==> src/hdl/ewcs_pkg.sv <==
// Shared types, codes and field widths of the echo-wave clock sync node.
// No dependencies; every module of the block refers to it by scoped names.
package ewcs_pkg;

    localparam int CLK_W      = 32;
    localparam int SUM_W      = 40;
    localparam int NODE_W     = 16;
    localparam int PORT_W     = 4;
    localparam int CNT_W      = 5;
    localparam int INC_W      = 17;
    localparam int FRAC_BITS  = 16;
    localparam int MAX_PORTS  = 16;
    localparam int DIVIDEND_W = SUM_W + 1;
    localparam int DIVCNT_W   = 6;

    // input commands
    localparam logic [2:0] CMD_TICK  = 3'd0;
    localparam logic [2:0] CMD_TIMER = 3'd1;
    localparam logic [2:0] CMD_EXPL  = 3'd2;
    localparam logic [2:0] CMD_ECHO  = 3'd3;
    localparam logic [2:0] CMD_SYNC  = 3'd4;

    // result kinds
    localparam logic [2:0] KIND_CLOCK   = 3'd0;
    localparam logic [2:0] KIND_EXPL    = 3'd1;
    localparam logic [2:0] KIND_ECHO    = 3'd2;
    localparam logic [2:0] KIND_SYNC    = 3'd3;
    localparam logic [2:0] KIND_VERDICT = 3'd4;
    localparam logic [2:0] KIND_DIVERR  = 3'd5;

    // configuration register indexes
    localparam logic [1:0] REG_IS_SINK     = 2'd0;
    localparam logic [1:0] REG_NEIGHBORS   = 2'd1;
    localparam logic [1:0] REG_TOTAL_NODES = 2'd2;

    typedef enum logic [3:0] {
        ST_IDLE,
        ST_DECODE,
        ST_TICK,
        ST_FLOOD,
        ST_CHECK,
        ST_COMPLETE,
        ST_ERR,
        ST_DIV
    } state_t;

    typedef enum logic [1:0] {
        FL_TIMER,
        FL_EXPL,
        FL_SYNC,
        FL_AVG
    } flood_t;

    typedef enum logic [2:0] {
        EM_CLOCK,
        EM_FLOOD,
        EM_ECHO,
        EM_VERDICT,
        EM_DIVERR
    } emit_t;

    typedef struct packed {
        logic   load_in;
        logic   exec;
        logic   flood_init;
        logic   flood_adv;
        flood_t flood_mode;
        logic   emit;
        emit_t  emit_sel;
        logic   emit_last;
        logic   div_start;
        logic   apply_avg;
        logic   wave_clear;
    } ewcs_cmd_t;

    typedef struct packed {
        logic [2:0] in_cmd;
        logic       is_sink;
        logic       wave_reached;
        logic       sync_done;
        logic       resp_hit;
        logic       flood_empty;
        logic       flood_skip;
        logic       flood_at_last;
        logic       div_zero;
        logic       div_busy;
        logic       out_free;
    } ewcs_stat_t;

endpackage

==> src/hdl/ewcs_ctrl.sv <==
// Sequencer of the echo-wave clock sync node: walks one transaction through
// decode, floods, wave completion and division. Depends on ewcs_pkg.
module ewcs_ctrl (
    input  logic               clk,
    input  logic               rst_n,
    input  logic               s_tvalid,
    output logic               s_tready,
    input  ewcs_pkg::ewcs_stat_t st,
    output ewcs_pkg::ewcs_cmd_t  cmd
);

    ewcs_pkg::state_t state_reg, state_next;
    ewcs_pkg::flood_t mode_reg, mode_next;

    always_ff @(posedge clk or negedge rst_n)
    begin
        if (!rst_n)
        begin
            state_reg <= ewcs_pkg::ST_IDLE;
            mode_reg  <= ewcs_pkg::FL_TIMER;
        end
        else
        begin
            state_reg <= state_next;
            mode_reg  <= mode_next;
        end
    end

    always_comb
    begin
        state_next     = state_reg;
        mode_next      = mode_reg;
        s_tready       = 1'b0;
        cmd            = '0;
        cmd.flood_mode = mode_reg;
        case (state_reg)
            ewcs_pkg::ST_IDLE:
            begin
                s_tready = 1'b1;
                if (s_tvalid)
                begin
                    cmd.load_in = 1'b1;
                    state_next  = ewcs_pkg::ST_DECODE;
                end
            end
            ewcs_pkg::ST_DECODE:
            begin
                cmd.exec       = 1'b1;
                cmd.flood_init = 1'b1;
                state_next     = ewcs_pkg::ST_IDLE;
                case (st.in_cmd)
                    ewcs_pkg::CMD_TICK:
                        state_next = ewcs_pkg::ST_TICK;
                    ewcs_pkg::CMD_TIMER:
                    begin
                        if (st.is_sink)
                        begin
                            mode_next  = ewcs_pkg::FL_TIMER;
                            state_next = ewcs_pkg::ST_FLOOD;
                        end
                    end
                    ewcs_pkg::CMD_EXPL:
                    begin
                        if (!st.wave_reached)
                        begin
                            mode_next  = ewcs_pkg::FL_EXPL;
                            state_next = ewcs_pkg::ST_FLOOD;
                        end
                        else
                            state_next = ewcs_pkg::ST_CHECK;
                    end
                    ewcs_pkg::CMD_ECHO:
                        state_next = ewcs_pkg::ST_CHECK;
                    ewcs_pkg::CMD_SYNC:
                    begin
                        if (!st.is_sink && !st.sync_done)
                        begin
                            mode_next  = ewcs_pkg::FL_SYNC;
                            state_next = ewcs_pkg::ST_FLOOD;
                        end
                    end
                    default:
                        state_next = ewcs_pkg::ST_IDLE;
                endcase
            end
            ewcs_pkg::ST_TICK:
            begin
                if (st.out_free)
                begin
                    cmd.emit      = 1'b1;
                    cmd.emit_sel  = ewcs_pkg::EM_CLOCK;
                    cmd.emit_last = 1'b1;
                    state_next    = ewcs_pkg::ST_IDLE;
                end
            end
            ewcs_pkg::ST_FLOOD:
            begin
                if (st.flood_empty)
                    state_next = ewcs_pkg::ST_CHECK;
                else if (st.flood_skip)
                    cmd.flood_adv = 1'b1;
                else if (st.out_free)
                begin
                    cmd.emit     = 1'b1;
                    cmd.emit_sel = ewcs_pkg::EM_FLOOD;
                    if (mode_reg == ewcs_pkg::FL_EXPL)
                        cmd.emit_last = st.flood_at_last && !st.resp_hit;
                    else
                        cmd.emit_last = st.flood_at_last;
                    if (st.flood_at_last)
                    begin
                        if (mode_reg == ewcs_pkg::FL_EXPL)
                            state_next = ewcs_pkg::ST_CHECK;
                        else
                            state_next = ewcs_pkg::ST_IDLE;
                        if (mode_reg == ewcs_pkg::FL_AVG)
                        begin
                            cmd.apply_avg  = 1'b1;
                            cmd.wave_clear = 1'b1;
                        end
                    end
                    else
                        cmd.flood_adv = 1'b1;
                end
            end
            ewcs_pkg::ST_CHECK:
            begin
                if (st.resp_hit)
                    state_next = ewcs_pkg::ST_COMPLETE;
                else
                    state_next = ewcs_pkg::ST_IDLE;
            end
            ewcs_pkg::ST_COMPLETE:
            begin
                if (st.out_free)
                begin
                    cmd.emit = 1'b1;
                    if (!st.is_sink)
                    begin
                        cmd.emit_sel   = ewcs_pkg::EM_ECHO;
                        cmd.emit_last  = 1'b1;
                        cmd.wave_clear = 1'b1;
                        state_next     = ewcs_pkg::ST_IDLE;
                    end
                    else
                    begin
                        cmd.emit_sel = ewcs_pkg::EM_VERDICT;
                        if (st.div_zero)
                            state_next = ewcs_pkg::ST_ERR;
                        else
                        begin
                            cmd.div_start = 1'b1;
                            state_next    = ewcs_pkg::ST_DIV;
                        end
                    end
                end
            end
            ewcs_pkg::ST_ERR:
            begin
                if (st.out_free)
                begin
                    cmd.emit       = 1'b1;
                    cmd.emit_sel   = ewcs_pkg::EM_DIVERR;
                    cmd.emit_last  = 1'b1;
                    cmd.wave_clear = 1'b1;
                    state_next     = ewcs_pkg::ST_IDLE;
                end
            end
            ewcs_pkg::ST_DIV:
            begin
                if (!st.div_busy)
                begin
                    cmd.flood_init = 1'b1;
                    mode_next      = ewcs_pkg::FL_AVG;
                    state_next     = ewcs_pkg::ST_FLOOD;
                end
            end
            default:
                state_next = ewcs_pkg::ST_IDLE;
        endcase
    end

endmodule

==> src/hdl/ewcs_dpath.sv <==
// Datapath of the echo-wave clock sync node: protocol state, configuration,
// serial divider and output register. Depends on ewcs_pkg.
module ewcs_dpath (
    input  logic                 clk,
    input  logic                 rst_n,
    input  logic                 cfg_we,
    input  logic [1:0]           cfg_addr,
    input  logic [15:0]          cfg_wdata,
    input  logic [2:0]           s_tuser,
    input  logic [111:0]         s_tdata,
    output logic                 m_tvalid,
    input  logic                 m_tready,
    output logic [63:0]          m_tdata,
    output logic [2:0]           m_tuser,
    output logic                 m_tlast,
    input  ewcs_pkg::ewcs_cmd_t  cmd,
    output ewcs_pkg::ewcs_stat_t st
);

    // configuration
    logic                        is_sink_reg;
    logic [ewcs_pkg::CNT_W-1:0]  nbr_reg;
    logic [ewcs_pkg::NODE_W-1:0] total_reg;

    // latched transaction
    logic [2:0]                   in_cmd_reg;
    logic [ewcs_pkg::PORT_W-1:0]  in_port_reg;
    logic [ewcs_pkg::INC_W-1:0]   in_inc_reg;
    logic [ewcs_pkg::SUM_W-1:0]   in_eclk_reg;
    logic [ewcs_pkg::NODE_W-1:0]  in_enodes_reg;
    logic [ewcs_pkg::CLK_W-1:0]   in_sclk_reg;

    // protocol state
    logic [ewcs_pkg::CLK_W-1:0]  local_clock_reg;
    logic [ewcs_pkg::SUM_W-1:0]  sum_reg;
    logic [ewcs_pkg::NODE_W-1:0] desc_reg;
    logic                        wave_reg;
    logic [ewcs_pkg::CNT_W-1:0]  resp_reg;
    logic [ewcs_pkg::PORT_W-1:0] parent_reg;
    logic                        sync_done_reg;
    logic [ewcs_pkg::CNT_W-1:0]  sync_seen_reg;

    logic [ewcs_pkg::PORT_W-1:0] fport_reg;

    // divider
    logic                            div_busy_reg;
    logic [ewcs_pkg::DIVCNT_W-1:0]   div_cnt_reg;
    logic [ewcs_pkg::NODE_W-1:0]     rem_reg;
    logic [ewcs_pkg::DIVIDEND_W-1:0] quo_reg;
    logic [ewcs_pkg::NODE_W:0]       trial;
    logic [ewcs_pkg::NODE_W:0]       divisor;
    logic                            trial_ge;
    logic [ewcs_pkg::CLK_W-1:0]      avg;

    logic [ewcs_pkg::CNT_W-1:0]  n;
    logic [ewcs_pkg::CNT_W-1:0]  last_port;
    logic [ewcs_pkg::INC_W-1:0]  inc_clamped;
    logic [ewcs_pkg::CLK_W:0]    tick_sum;
    logic [ewcs_pkg::SUM_W:0]    echo_sum;
    logic [ewcs_pkg::SUM_W:0]    wave_total;
    logic [ewcs_pkg::SUM_W:0]    child_sum;
    logic [ewcs_pkg::CNT_W-1:0]  resp_inc;
    logic [ewcs_pkg::CNT_W-1:0]  seen_inc;
    logic [ewcs_pkg::NODE_W:0]   desc_plus;
    logic                        is_expl_mode;

    logic [2:0]                  o_kind;
    logic [ewcs_pkg::PORT_W-1:0] o_port;
    logic [ewcs_pkg::SUM_W-1:0]  o_clock;
    logic [ewcs_pkg::NODE_W-1:0] o_nodes;
    logic                        o_conn;

    always_comb
    begin
        if (nbr_reg == '0)
            n = ewcs_pkg::CNT_W'(1);
        else if (nbr_reg > ewcs_pkg::CNT_W'(ewcs_pkg::MAX_PORTS))
            n = ewcs_pkg::CNT_W'(ewcs_pkg::MAX_PORTS);
        else
            n = nbr_reg;
    end

    assign is_expl_mode = (cmd.flood_mode == ewcs_pkg::FL_EXPL);
    assign last_port = (is_expl_mode && {1'b0, parent_reg} == n - 1'b1)
                       ? n - ewcs_pkg::CNT_W'(2) : n - 1'b1;

    assign inc_clamped = (in_inc_reg > ewcs_pkg::INC_W'(1 << ewcs_pkg::FRAC_BITS))
                         ? ewcs_pkg::INC_W'(1 << ewcs_pkg::FRAC_BITS) : in_inc_reg;
    assign tick_sum   = {1'b0, local_clock_reg} + (ewcs_pkg::CLK_W+1)'(inc_clamped);
    assign child_sum  = {1'b0, sum_reg} + {1'b0, in_eclk_reg};
    assign wave_total = {1'b0, sum_reg} + (ewcs_pkg::SUM_W+1)'(local_clock_reg);
    assign echo_sum   = wave_total;
    assign resp_inc   = resp_reg + 1'b1;
    assign seen_inc   = sync_seen_reg + 1'b1;
    assign desc_plus  = {1'b0, desc_reg} + 1'b1;

    assign divisor  = {1'b0, desc_reg} + 1'b1;
    assign trial    = {rem_reg, quo_reg[ewcs_pkg::DIVIDEND_W-1]};
    assign trial_ge = (trial >= divisor);
    assign avg = (quo_reg[ewcs_pkg::DIVIDEND_W-1:ewcs_pkg::CLK_W] != '0)
                 ? '1 : quo_reg[ewcs_pkg::CLK_W-1:0];

    always_comb
    begin
        st               = '0;
        st.in_cmd        = in_cmd_reg;
        st.is_sink       = is_sink_reg;
        st.wave_reached  = wave_reg;
        st.sync_done     = sync_done_reg;
        st.resp_hit      = (resp_reg == n);
        st.flood_empty   = is_expl_mode && (n == ewcs_pkg::CNT_W'(1)) && (parent_reg == '0);
        st.flood_skip    = is_expl_mode && (fport_reg == parent_reg);
        st.flood_at_last = ({1'b0, fport_reg} == last_port);
        st.div_zero      = (desc_reg == '1);
        st.div_busy      = div_busy_reg;
        st.out_free      = !m_tvalid || m_tready;
    end

    // configuration writes
    always_ff @(posedge clk or negedge rst_n)
    begin
        if (!rst_n)
        begin
            is_sink_reg <= 1'b0;
            nbr_reg     <= ewcs_pkg::CNT_W'(1);
            total_reg   <= ewcs_pkg::NODE_W'(1);
        end
        else if (cfg_we)
        begin
            case (cfg_addr)
                ewcs_pkg::REG_IS_SINK:     is_sink_reg <= cfg_wdata[0];
                ewcs_pkg::REG_NEIGHBORS:   nbr_reg     <= cfg_wdata[ewcs_pkg::CNT_W-1:0];
                ewcs_pkg::REG_TOTAL_NODES: total_reg   <= cfg_wdata;
                default:                   ;
            endcase
        end
    end

    // input capture
    always_ff @(posedge clk)
    begin
        if (cmd.load_in)
        begin
            in_cmd_reg    <= s_tuser;
            in_port_reg   <= s_tdata[3:0];
            in_inc_reg    <= s_tdata[20:4];
            in_eclk_reg   <= s_tdata[60:21];
            in_enodes_reg <= s_tdata[76:61];
            in_sclk_reg   <= s_tdata[108:77];
        end
    end

    // protocol state
    always_ff @(posedge clk or negedge rst_n)
    begin
        if (!rst_n)
        begin
            local_clock_reg <= '0;
            sum_reg         <= '0;
            desc_reg        <= '0;
            wave_reg        <= 1'b0;
            resp_reg        <= '0;
            parent_reg      <= '0;
            sync_done_reg   <= 1'b0;
            sync_seen_reg   <= '0;
            fport_reg       <= '0;
        end
        else
        begin
            if (cmd.exec)
            begin
                case (in_cmd_reg)
                    ewcs_pkg::CMD_TICK:
                        local_clock_reg <= tick_sum[ewcs_pkg::CLK_W] ? '1
                                           : tick_sum[ewcs_pkg::CLK_W-1:0];
                    ewcs_pkg::CMD_TIMER:
                    begin
                        if (is_sink_reg)
                            wave_reg <= 1'b1;
                    end
                    ewcs_pkg::CMD_EXPL:
                    begin
                        resp_reg <= resp_inc;
                        if (!wave_reg)
                        begin
                            wave_reg   <= 1'b1;
                            parent_reg <= in_port_reg;
                        end
                    end
                    ewcs_pkg::CMD_ECHO:
                    begin
                        resp_reg <= resp_inc;
                        desc_reg <= desc_plus[ewcs_pkg::NODE_W-1:0] + in_enodes_reg;
                        sum_reg  <= child_sum[ewcs_pkg::SUM_W] ? '1
                                    : child_sum[ewcs_pkg::SUM_W-1:0];
                    end
                    ewcs_pkg::CMD_SYNC:
                    begin
                        if (!is_sink_reg)
                        begin
                            if (!sync_done_reg)
                                local_clock_reg <= ewcs_pkg::CLK_W'(
                                    ({1'b0, local_clock_reg} + {1'b0, in_sclk_reg}) >> 1);
                            if (seen_inc == n)
                            begin
                                sync_seen_reg <= '0;
                                sync_done_reg <= 1'b0;
                            end
                            else
                            begin
                                sync_seen_reg <= seen_inc;
                                sync_done_reg <= 1'b1;
                            end
                        end
                    end
                    default: ;
                endcase
            end
            if (cmd.apply_avg)
                local_clock_reg <= ewcs_pkg::CLK_W'(
                    ({1'b0, local_clock_reg} + {1'b0, avg}) >> 1);
            if (cmd.wave_clear)
            begin
                sum_reg  <= '0;
                desc_reg <= '0;
                resp_reg <= '0;
                wave_reg <= 1'b0;
            end
            if (cmd.flood_init)
                fport_reg <= '0;
            else if (cmd.flood_adv)
                fport_reg <= fport_reg + 1'b1;
        end
    end

    // restoring divider, one quotient bit a cycle
    always_ff @(posedge clk or negedge rst_n)
    begin
        if (!rst_n)
        begin
            div_busy_reg <= 1'b0;
            div_cnt_reg  <= '0;
        end
        else if (cmd.div_start)
        begin
            div_busy_reg <= 1'b1;
            div_cnt_reg  <= ewcs_pkg::DIVCNT_W'(ewcs_pkg::DIVIDEND_W - 1);
        end
        else if (div_busy_reg)
        begin
            div_cnt_reg <= div_cnt_reg - 1'b1;
            if (div_cnt_reg == '0)
                div_busy_reg <= 1'b0;
        end
    end

    always_ff @(posedge clk)
    begin
        if (cmd.div_start)
        begin
            rem_reg <= '0;
            quo_reg <= wave_total;
        end
        else if (div_busy_reg)
        begin
            rem_reg <= trial_ge ? ewcs_pkg::NODE_W'(trial - divisor)
                                : trial[ewcs_pkg::NODE_W-1:0];
            quo_reg <= {quo_reg[ewcs_pkg::DIVIDEND_W-2:0], trial_ge};
        end
    end

    // result fields
    always_comb
    begin
        o_kind  = ewcs_pkg::KIND_CLOCK;
        o_port  = '0;
        o_clock = '0;
        o_nodes = '0;
        o_conn  = 1'b0;
        case (cmd.emit_sel)
            ewcs_pkg::EM_CLOCK:
                o_clock = ewcs_pkg::SUM_W'(local_clock_reg);
            ewcs_pkg::EM_FLOOD:
            begin
                o_port = fport_reg;
                case (cmd.flood_mode)
                    ewcs_pkg::FL_SYNC:
                    begin
                        o_kind  = ewcs_pkg::KIND_SYNC;
                        o_clock = ewcs_pkg::SUM_W'(in_sclk_reg);
                    end
                    ewcs_pkg::FL_AVG:
                    begin
                        o_kind  = ewcs_pkg::KIND_SYNC;
                        o_clock = ewcs_pkg::SUM_W'(avg);
                    end
                    default:
                        o_kind = ewcs_pkg::KIND_EXPL;
                endcase
            end
            ewcs_pkg::EM_ECHO:
            begin
                o_kind  = ewcs_pkg::KIND_ECHO;
                o_port  = parent_reg;
                o_clock = echo_sum[ewcs_pkg::SUM_W] ? '1 : echo_sum[ewcs_pkg::SUM_W-1:0];
                o_nodes = desc_reg;
            end
            ewcs_pkg::EM_VERDICT:
            begin
                o_kind  = ewcs_pkg::KIND_VERDICT;
                o_nodes = desc_reg;
                o_conn  = (desc_plus == {1'b0, total_reg});
            end
            ewcs_pkg::EM_DIVERR:
                o_kind = ewcs_pkg::KIND_DIVERR;
            default: ;
        endcase
    end

    // output register
    always_ff @(posedge clk or negedge rst_n)
    begin
        if (!rst_n)
            m_tvalid <= 1'b0;
        else if (cmd.emit)
            m_tvalid <= 1'b1;
        else if (m_tready)
            m_tvalid <= 1'b0;
    end

    always_ff @(posedge clk)
    begin
        if (cmd.emit)
        begin
            m_tuser <= o_kind;
            m_tlast <= cmd.emit_last;
            m_tdata <= {3'b000, o_conn, o_nodes, o_clock, o_port};
        end
    end

endmodule

==> src/hdl/echo_wave_clock_sync_node_unit.sv <==
// A tick passes through accept, decode and report; its clock report is then held in
// the output register. A timer, explorer or sync flood passes through accept and decode
// and then sends one result per port. An explorer skips its parent's port, and wave
// completion adds a check step and then the echo.
// Sink wave completion: accept, decode, check, verdict, the serial divider (one quotient
// bit a cycle), a hand-off step, then one sync per port. Output stalls hold the sequence.
// Throughput: one transaction at a time; the next is taken once the last result of the
// previous one, if it has any, is in the output register.
// Reset: rst_n is asynchronous and active low; it clears all protocol state.
module echo_wave_clock_sync_node_unit (
    input  logic         clk,
    input  logic         rst_n,
    // configuration write port
    input  logic         cfg_we,
    input  logic [1:0]   cfg_addr,
    input  logic [15:0]  cfg_wdata,
    // input transactions
    input  logic         s_tvalid,
    output logic         s_tready,
    input  logic [111:0] s_tdata,   // arrival_port, tick_increment, echo_clock,
                                    // echo_nodes, sync_clock (lowest bit up)
    input  logic [2:0]   s_tuser,   // cmd
    // result transactions
    output logic         m_tvalid,
    input  logic         m_tready,
    output logic [63:0]  m_tdata,   // out_port, out_clock, out_nodes, connected
    output logic [2:0]   m_tuser,   // out_kind
    output logic         m_tlast    // last result of the input transaction
);

    ewcs_pkg::ewcs_cmd_t  cmd;
    ewcs_pkg::ewcs_stat_t st;

    // sequencer: decides which results to produce and in what order
    ewcs_ctrl u_ctrl (
        .clk      (clk),
        .rst_n    (rst_n),
        .s_tvalid (s_tvalid),
        .s_tready (s_tready),
        .st       (st),
        .cmd      (cmd)
    );

    // state, divider and the output register that holds a result until taken
    ewcs_dpath u_dpath (
        .clk       (clk),
        .rst_n     (rst_n),
        .cfg_we    (cfg_we),
        .cfg_addr  (cfg_addr),
        .cfg_wdata (cfg_wdata),
        .s_tuser   (s_tuser),
        .s_tdata   (s_tdata),
        .m_tvalid  (m_tvalid),
        .m_tready  (m_tready),
        .m_tdata   (m_tdata),
        .m_tuser   (m_tuser),
        .m_tlast   (m_tlast),
        .cmd       (cmd),
        .st        (st)
    );

endmodule

==> config.mk <==
export PLATFORM = sky130hd
export DESIGN_NAME = echo_wave_clock_sync_node_unit
export DESIGN_NICKNAME = d
export VERILOG_FILES = /design/src/hdl/ewcs_pkg.sv /design/src/hdl/ewcs_ctrl.sv /design/src/hdl/ewcs_dpath.sv /design/src/hdl/echo_wave_clock_sync_node_unit.sv
export SDC_FILE = /design/constraint.sdc
export NUM_CORES = 1
export LEC_CHECK = 0
export BUFFER_PORTS_ARGS = -buffer_cell sky130_fd_sc_hd__buf_4
export CAP_MARGIN = 10
export CORE_UTILIZATION = 44
export DETAILED_ROUTE_END_ITERATION = 12
export GPL_TIMING_DRIVEN = 0
export PLACE_DENSITY_LB_ADDON = 0.2
export SLEW_MARGIN = 5
export SYNTH_ARGS = -nofsm -noshare
export SYNTH_HDL_FRONTEND = slang
export SYNTH_SLANG_ARGS = --single-unit
==> constraint.sdc <==
create_clock -name clk -period 10.4 [get_ports clk]
set_clock_uncertainty 0.2 [all_clocks]
set_input_delay 2.08 -clock clk [delete_from_list [all_inputs] [get_ports clk]]
set_output_delay 2.08 -clock clk [all_outputs]
set_load 0.01 [all_outputs]
==> summary.md, run 1 <==
| Metric | Value |
|---|---|
| Crit. End Element | flop |
| Yosys cell types | 93 |
| I/O pin count | roughly 210 |
| Share of the synthesized area in the top cell type | 0.2525 |
| Num Clock Sinks | 377 |
| Final #Nets | 3382 |
| Drt first pass iters | 5 |
| Die area | 59900 sq um |
| Vias in the first global route | 21430 |
| Slew headroom | 0.1701 |
| Seq pwr share | 0.275 |
| Leading area contributor after synthesis | edfxtp_1 |
| Core Area | 57920 sq um |
| Layout cells sized above 1 | 0.1272 |
| Switching Power | 4.863 mW |
| Initial Util | 0.4477 |
| Synth area leaders | edfxtp_1 (25%), dfrtp_1 (14%), ha_1 (9.3%), a21oi_1 (5.8%), xnor2_1 (4.1%) |
| Resize count post-CTS | 0 |
| Num CTS Buffers | 45 |
| Slew @ Worst Pin | about 1.2 ns |
| Tmin final | 5.349 ns |
| CTS tree | yes |
| WL final | a little under 80 mm |
| Most common cell after layout, fill and taps aside | a21oi_1 |
| Drc violations | 0 |
| Endpoints failing hold | 0 |
| Hold slack | 0.2764 ns |
| Startpoint types | flop |
| Cell Area, Synth | ~26000 sq um |
| Max Cap Viol | 0 |
| Most frequent cells in the layout | a21oi_1 (299), nand2_1 (251), nor2_1 (228) |
| H-Tree Depth | 2 |
| FMAX | approximately 0.19 GHz |
| ANT nets after route | 0 |
| Status | completed |
| Gr usage total | 0.2585 |
| DR WL/cell | just over 20 microns |
| Worst R2R Path Depth | 15 |
| Setup_tns | 0 ns |
| PortBufs | 201 |
| Clock Power Share | 0.158 |
| Drt via density | 5.798 |
| Net switching fraction of the power | 0.4541 |
| Dpl cells | 3763 |
| Worst Path Arrival | 5.60 ns |
| Iter 0 DRT Violations | 1683 |
| Area delta synth->final | 16.27% |
| Crit-path max FO | 10 |
| Post-route insts no fill | 3847 |
| Fin. max-slew vios | 0 |
| Leakage | 12.56 nW |
| Post-synth top flop | edfxtp_1 |
| Final Wtd Congestion | around 0.93 |
| Overflow after GRT | 0 |
| WS Path Type | flop to flop |
| Max Buffers Root-to-Sink | 3 |
| EDFF count, synth | 218 |
| Largest net degree at the start of global routing | 87 |
| Synth Warn # | 0 |
| Setup bufs post-CTS | 0 |
| Fin util | 0.5205 |
| Height of the chip | 244.7 microns |
| Cell Rows | 88 |
| Register area share after synthesis | 0.4030 |
| Hold Crit Class | flop to flop |
| HPWL Detailed | around 63 mm |
| Largest register FFs | between 60 and 70 |
| # diodes | 0 |
| Internal | 5.846 mW |
| Global-route wire length before repair | 120.4 mm |
| CP required | 10.65 ns |
| Syn avg cell area | 9.293 sq um |
| Register bit total from synthesis | 377 |
| RSZ-0062 raised after global routing | false |
| IR drop worst, VDD | 0.0001693 V |
| Async S/R FF share, synth | 0.3793 |
| Clock latency on the worst-skew pair | 0.62 ns |
| Period utilization | 0.5143 |
| Gate Count Post-Synth | 2790 |
| Routed via count | approximately 22000 |
| Power Dens Cells | 355.2 nW/um^2 |
| Setup violations, final | 0 |
| Root buf cell | clkbuf_16 |
| Hold Path Stages | 1 |
| Initial antenna violation count | 0 |
| Die width | between 200 and 250 microns |
| Reg clk slew, reported paths | 0.06 ns |
| Post-CTS Hold Buffers | 0 |
| Combinational power share | 0.566 |
-- layout make-up --
| cell class | count | area [sq um] |
|---|---|---|
| multi-input cells | 2200 | 14640 |
| clock inverters | 27 | 366.6 |
| well taps | 765 | 957.2 |
| inverters | 111 | 416.7 |
| fillers | 5240 | 27770 |
| clock buffers | 57 | 1244 |
| flip-flops and latches | 377 | 10450 |
| plain buffers | 104 | 446.7 |
| repair buffers | 206 | 1627 |
-- synthesized netlist by cell type (all sizes together) (10+ instances only) --
library cell  count
a211o            20
a211oi           60
a21o             68
a21oi           305
a31oi            32
and2             32
and3             29
buf              24
clkbuf           80
dfrtp           141
dfxtp            16
edfxtp          218
ha              192
inv             111
mux2             38
mux2i            12
nand2           252
nand2b           35
nand3            65
nand4            27
nor2            233
nor2b            48
nor3             58
nor3b            10
nor4             15
o211ai           19
o21a             17
o21ai           199
o21bai           22
o31ai            14
or2              10
or3              22
xnor2           122
xor2             99
-- routing by layer --
| metal | global-route usage | vias to the layer above | wire [microns] |
|---|---|---|---|
| met5 | 0 | - | 0 |
| met4 | 0.08529 | 0 | 2382 |
| li1 | - | 10780 | - |
| met3 | 0.03357 | 120 | 5058 |
| met2 | 0.4087 | 739 | 35210 |
| met1 | 0.3645 | 10670 | 36230 |
-- per-stage QoR --
stage	area (sq um)	power, mW	setup WS, ns
2_1_floorplan	25930	7.193	5.060
3_3_place_gp	28400	8.756	3.677
3_5_place_dp	28540	8.909	4.893
4_1_cts	30150	10.67	5.117
5_1_grt	30150	11.51	4.777
6_report	30150	10.71	5.051
-- power by group through the flow --
stage,clock (mW),sequential (mW),combinational (mW)
finish,1.70,2.95,6.06
global route,1.79,3.00,6.72
CTS,1.73,2.92,6.01
detailed placement,0,2.94,5.97
global placement,0,2.96,5.79
floorplan,0,2.71,4.48
-- cell families (layout without fill, tap and decap cells) --
| family | after synthesis | count (layout) | synth area share |
|---|---|---|---|
| buffers and inverters | 215 | 505 | 0.03330 |
| AOI/OAI and AO/OA | 862 | 862 | 0.2079 |
| DFF | 377 | 377 | 0.4030 |
| muxes | 50 | 50 | 0.02114 |
| and+or+nand+nor | 864 | 864 | 0.1610 |
| other | 1 | 3 | 0.0001446 |
| adders and majority gates | 199 | 199 | 0.09806 |
| xor gates and xnor gates | 222 | 222 | 0.07552 |
-- critical path, cell delays in order, from the launching register on --
cell       delay [ns]
dfrtp_1          0.60
ha_1             0.30
inv_1            0.08
fa_1             0.47
nor2b_1          0.17
o31a_1           0.20
o21ai_0          0.25
o311ai_1         0.65
o2111ai_1        0.24
a21oi_1          0.37
a211o_1          0.22
nor2b_1          0.13
clkbuf_1         0.44
clkbuf_1         0.41
o21ai_0          0.27
nand2_1          0.18
-- worst paths after layout --
check	startpoint	end	slack, ns
min reg2reg	u_dpath.in_port_reg[2]$_DFFE_PP_	u_dpath.parent_reg[2]$_DFFE_PN0P_	0.28
max reg2reg	u_dpath.local_clock_reg[0]$_DFFE_PN0P_	u_dpath.m_tdata[4]$_DFFE_PP_	5.05
max	u_dpath.local_clock_reg[0]$_DFFE_PN0P_	u_dpath.m_tdata[4]$_DFFE_PP_	5.05
min in group asynchronous	rst_n	u_dpath.desc_reg[7]$_DFFE_PN0P_	1.24
min	u_dpath.in_port_reg[2]$_DFFE_PP_	u_dpath.parent_reg[2]$_DFFE_PN0P_	0.28
max in group asynchronous	rst_n	u_dpath.local_clock_reg[3]$_DFFE_PN0P_	7.89
No activity file was read; power rests on OpenSTA's default activity.
==> run 2, diff against run 1 <==
==> constraint.sdc (replaced) <==
create_clock -name clk -period 4.3 [get_ports clk]
set_clock_uncertainty 0.2 [all_clocks]
set_input_delay 0.86 -clock clk [delete_from_list [all_inputs] [get_ports clk]]
set_output_delay 0.86 -clock clk [all_outputs]
set_load 0.01 [all_outputs]
==> run 2 against run 1 <==
  * The flow now finishes with violations (negative setup slack)
  * Sequential power increased by 140%
  * Largest power group unchanged
  * Global-route usage is 0.068 points higher
  * Sequential share of layout area decreased by 1.1 points
  * Die area is the same
  * Register-to-register slack lost 5.2 ns
  * Critical path type unchanged
  * Sequential cell count unchanged
  * Worst hold slack got worse by 0.26 ns
==> summary.md, run 2 (synthesized netlist as in run 1, its figures left out) <==
| Metric | Value |
|---|---|
| Status | finished with violations |
| Failing checks | negative setup slack |
| Delay-heaviest family, CP | simple AND/OR/NAND/NOR gates |
| I/O pin count | 208 (unchanged) |
| Largest register FFs | 61 (unchanged) |
| Gr usage total | 0.2592 (+0.0006840) |
| Worst R2R Path Depth | 16 (+1) |
| Worst path bufs/invs | 3 (unchanged) |
| Worst Path Arrival | 4.74 ns (-0.86 ns) |
| Post-route insts no fill | 3888 (+1.1%) |
| Height of the chip | 244.7 microns (unchanged) |
| Vias in the first global route | 21490 (+0.29%) |
| Initial Util | 0.4477 (unchanged) |
| Final WS setup | -0.1238 ns (-5.175 ns) |
| Max Buffers Root-to-Sink | 3 (unchanged) |
| Slew headroom | 0.3411 (+0.1710) |
| Max Used Layer | met4 |
| # diodes | 0 (unchanged) |
| Tmin final | 4.424 ns (-0.9253 ns) |
| Startpoint types | flop |
| RSZ-0062 raised after global routing | true |
| Endpoints failing hold | 0 (unchanged) |
| Initial antenna violation count | 0 (unchanged) |
| Fillers | 5149 (-1.7%) |
| Drt via density | 5.816 (+0.31%) |
| Metal2 WL | 36.10 mm (+2.5%) |
| ANT nets after route | 0 (unchanged) |
| Most frequent cells in the layout | a21oi_1 (292), nand2_1 (250), buf_4 (243) |
| Global-route wire length before repair | 120.7 mm (+0.25%) |
| Die width | 244.7 microns (unchanged) |
| Setup violations, final | 43 (+43) |
| Slew @ Worst Pin | 0.9848 ns (-0.2526 ns) |
| Iter 0 DRT Violations | 1704 (+1.2%) |
| Dpl cells | 3763 (unchanged) |
| CTS tree | yes |
| Post-CTS Hold Buffers | 0 (unchanged) |
| Final Wtd Congestion | 0.9254 (unchanged) |
| Critical Path, Cell by Cell | or4_4 > nand2_8 > ha_4 > xor2_2 > a2111oi_4 > o211ai_4 > or3_4 > o211a_4 > nor4_4 > buf_4 > and3_4 > buf_8 > buf_6 > nor2_4 > a31oi_1 > o221a_1 |
| Crit. End Element | flop |
| Num Clock Sinks | 377 (unchanged) |
| Cell depth of the worst setup path | 16 (+1) |
| Drt first pass iters | 5 (unchanged) |
| DR WL/cell | 20.65 microns (+0.73%) |
| WL final | 80.30 mm (+1.8%) |
| Power Dens Cells | 854.1 nW/um^2 (+140%) |
| CP required | 4.62 ns (-6.03 ns) |
| PortBufs | 201 (unchanged) |
| Crit-path max FO | 5 (-5) |
| Worst slack, placed | -0.9745 ns (-5.867 ns) |
| Routed via count | 22610 (+1.4%) |
| WS Path Type | flop to flop |
| Cell Rows | 88 (unchanged) |
| Num CTS Buffers | 45 (unchanged) |
| Hold Crit Class | input port to async pin |
| Most common cell after layout, fill and taps aside | a21oi_1 |
| Drc violations | 0 (unchanged) |
| H-Tree Depth | 2 (unchanged) |
| IR drop worst, VDD | 0.0004095 V (+140%) |
| Overflow after GRT | 0 (unchanged) |
| FMAX | 0.2261 GHz (+21%) |
| Core Area | 57920 sq um (unchanged) |
| Die area | 59900 sq um (unchanged) |
| Period utilization | 1.029 (+0.5144) |
| Largest net degree at the start of global routing | 87 (unchanged) |
| Max Cap Viol | 0 (unchanged) |
| Slowest stage delay, CP | 0.61 ns (-0.04 ns) |
| Clock latency on the worst-skew pair | 0.62 ns (about the same) |
| HPWL Detailed | 62.65 mm (unchanged) |
| Met3 wire len | 5.083 mm (+0.49%) |
| M1 WL | 36.67 mm (+1.2%) |
| Final #Nets | 3423 (+1.2%) |
| Root buf cell | clkbuf_16 |
| Worst path slowest cell | or4_4 |
| Leakage | 12.89 nW (+2.7%) |
| Fin. max-slew vios | 0 (unchanged) |
| Area delta synth->final | 20.19% |
| Reg clk slew, reported paths | 0.06 ns (about the same) |
| Layout cells sized above 1 | 0.1710 (+0.04380) |
[run 2: what timing repair did]
action | in CTS | in global routing
pin swaps | 5 | 27
setup buffers | 5 | 37
gates resized for setup | 47 | 141
setup endpoints to repair | 156 | 139
gates cloned | 0 | 2
[run 2: worst paths after layout]
kind	to	slack, ns	startpoint
max	u_dpath.local_clock_reg[25]$_DFFE_PN0P_	-0.12	u_dpath.nbr_reg[4]$_DFFE_PN0P_
min	u_dpath.desc_reg[5]$_DFFE_PN0P_	0.02	rst_n
max reg2reg	u_dpath.local_clock_reg[25]$_DFFE_PN0P_	-0.12	u_dpath.nbr_reg[4]$_DFFE_PN0P_
min reg2reg	u_dpath.parent_reg[2]$_DFFE_PN0P_	0.28	u_dpath.in_port_reg[2]$_DFFE_PP_
max in group asynchronous	u_dpath.local_clock_reg[1]$_DFFE_PN0P_	2.98	rst_n
min in group clk	u_dpath.in_enodes_reg[2]$_DFFE_PP_	0.22	s_tdata[63]
[run 2: per-stage QoR]
step	hold slack, ns	power [mW]	TNS [ns]	cell area (sq um)	util
after CTS	0.005087	25.96	0	30360	0.5242
after global placement	0.2729	21.18	-295.45	28400	0.4904
final	0.01670	26.61	-1.904	31160	0.5380
after global routing	0.04346	28.52	-9.242	31160	0.5380
after detailed placement	0.2658	21.55	-65.23	28540	0.4927
after floorplan	0.2554	17.40	0	25930	-
[run 2: report_power, final]
part           switching, mW  total [mW]  internal, mW
logic                   8.80        15.3          6.53
registers               1.65        7.18          5.54
clock network           1.66        4.10          2.44
total                   12.1        26.6          14.5
[run 2: area by class of cell]
cell class | count | area [sq um] | share of cell area
clock buffer | 57 | 1244 | 0.03991
tap | 765 | 957.2 | 0.03072
multi-input combinational | 2200 | 15220 | 0.4884
timing repair buffer | 249 | 1973 | 0.06332
buffer | 102 | 531.8 | 0.01706
inverter | 111 | 416.7 | 0.01337
clock inverter | 27 | 366.6 | 0.01176
sequential | 377 | 10450 | 0.3354
[run 2: metal layers]
layer	vias to the layer above	GRT usage
li1	10860	-
met2	770	0.4100
met1	10860	0.3659
met3	126	0.03215
met5	-	0
met4	0	0.08658
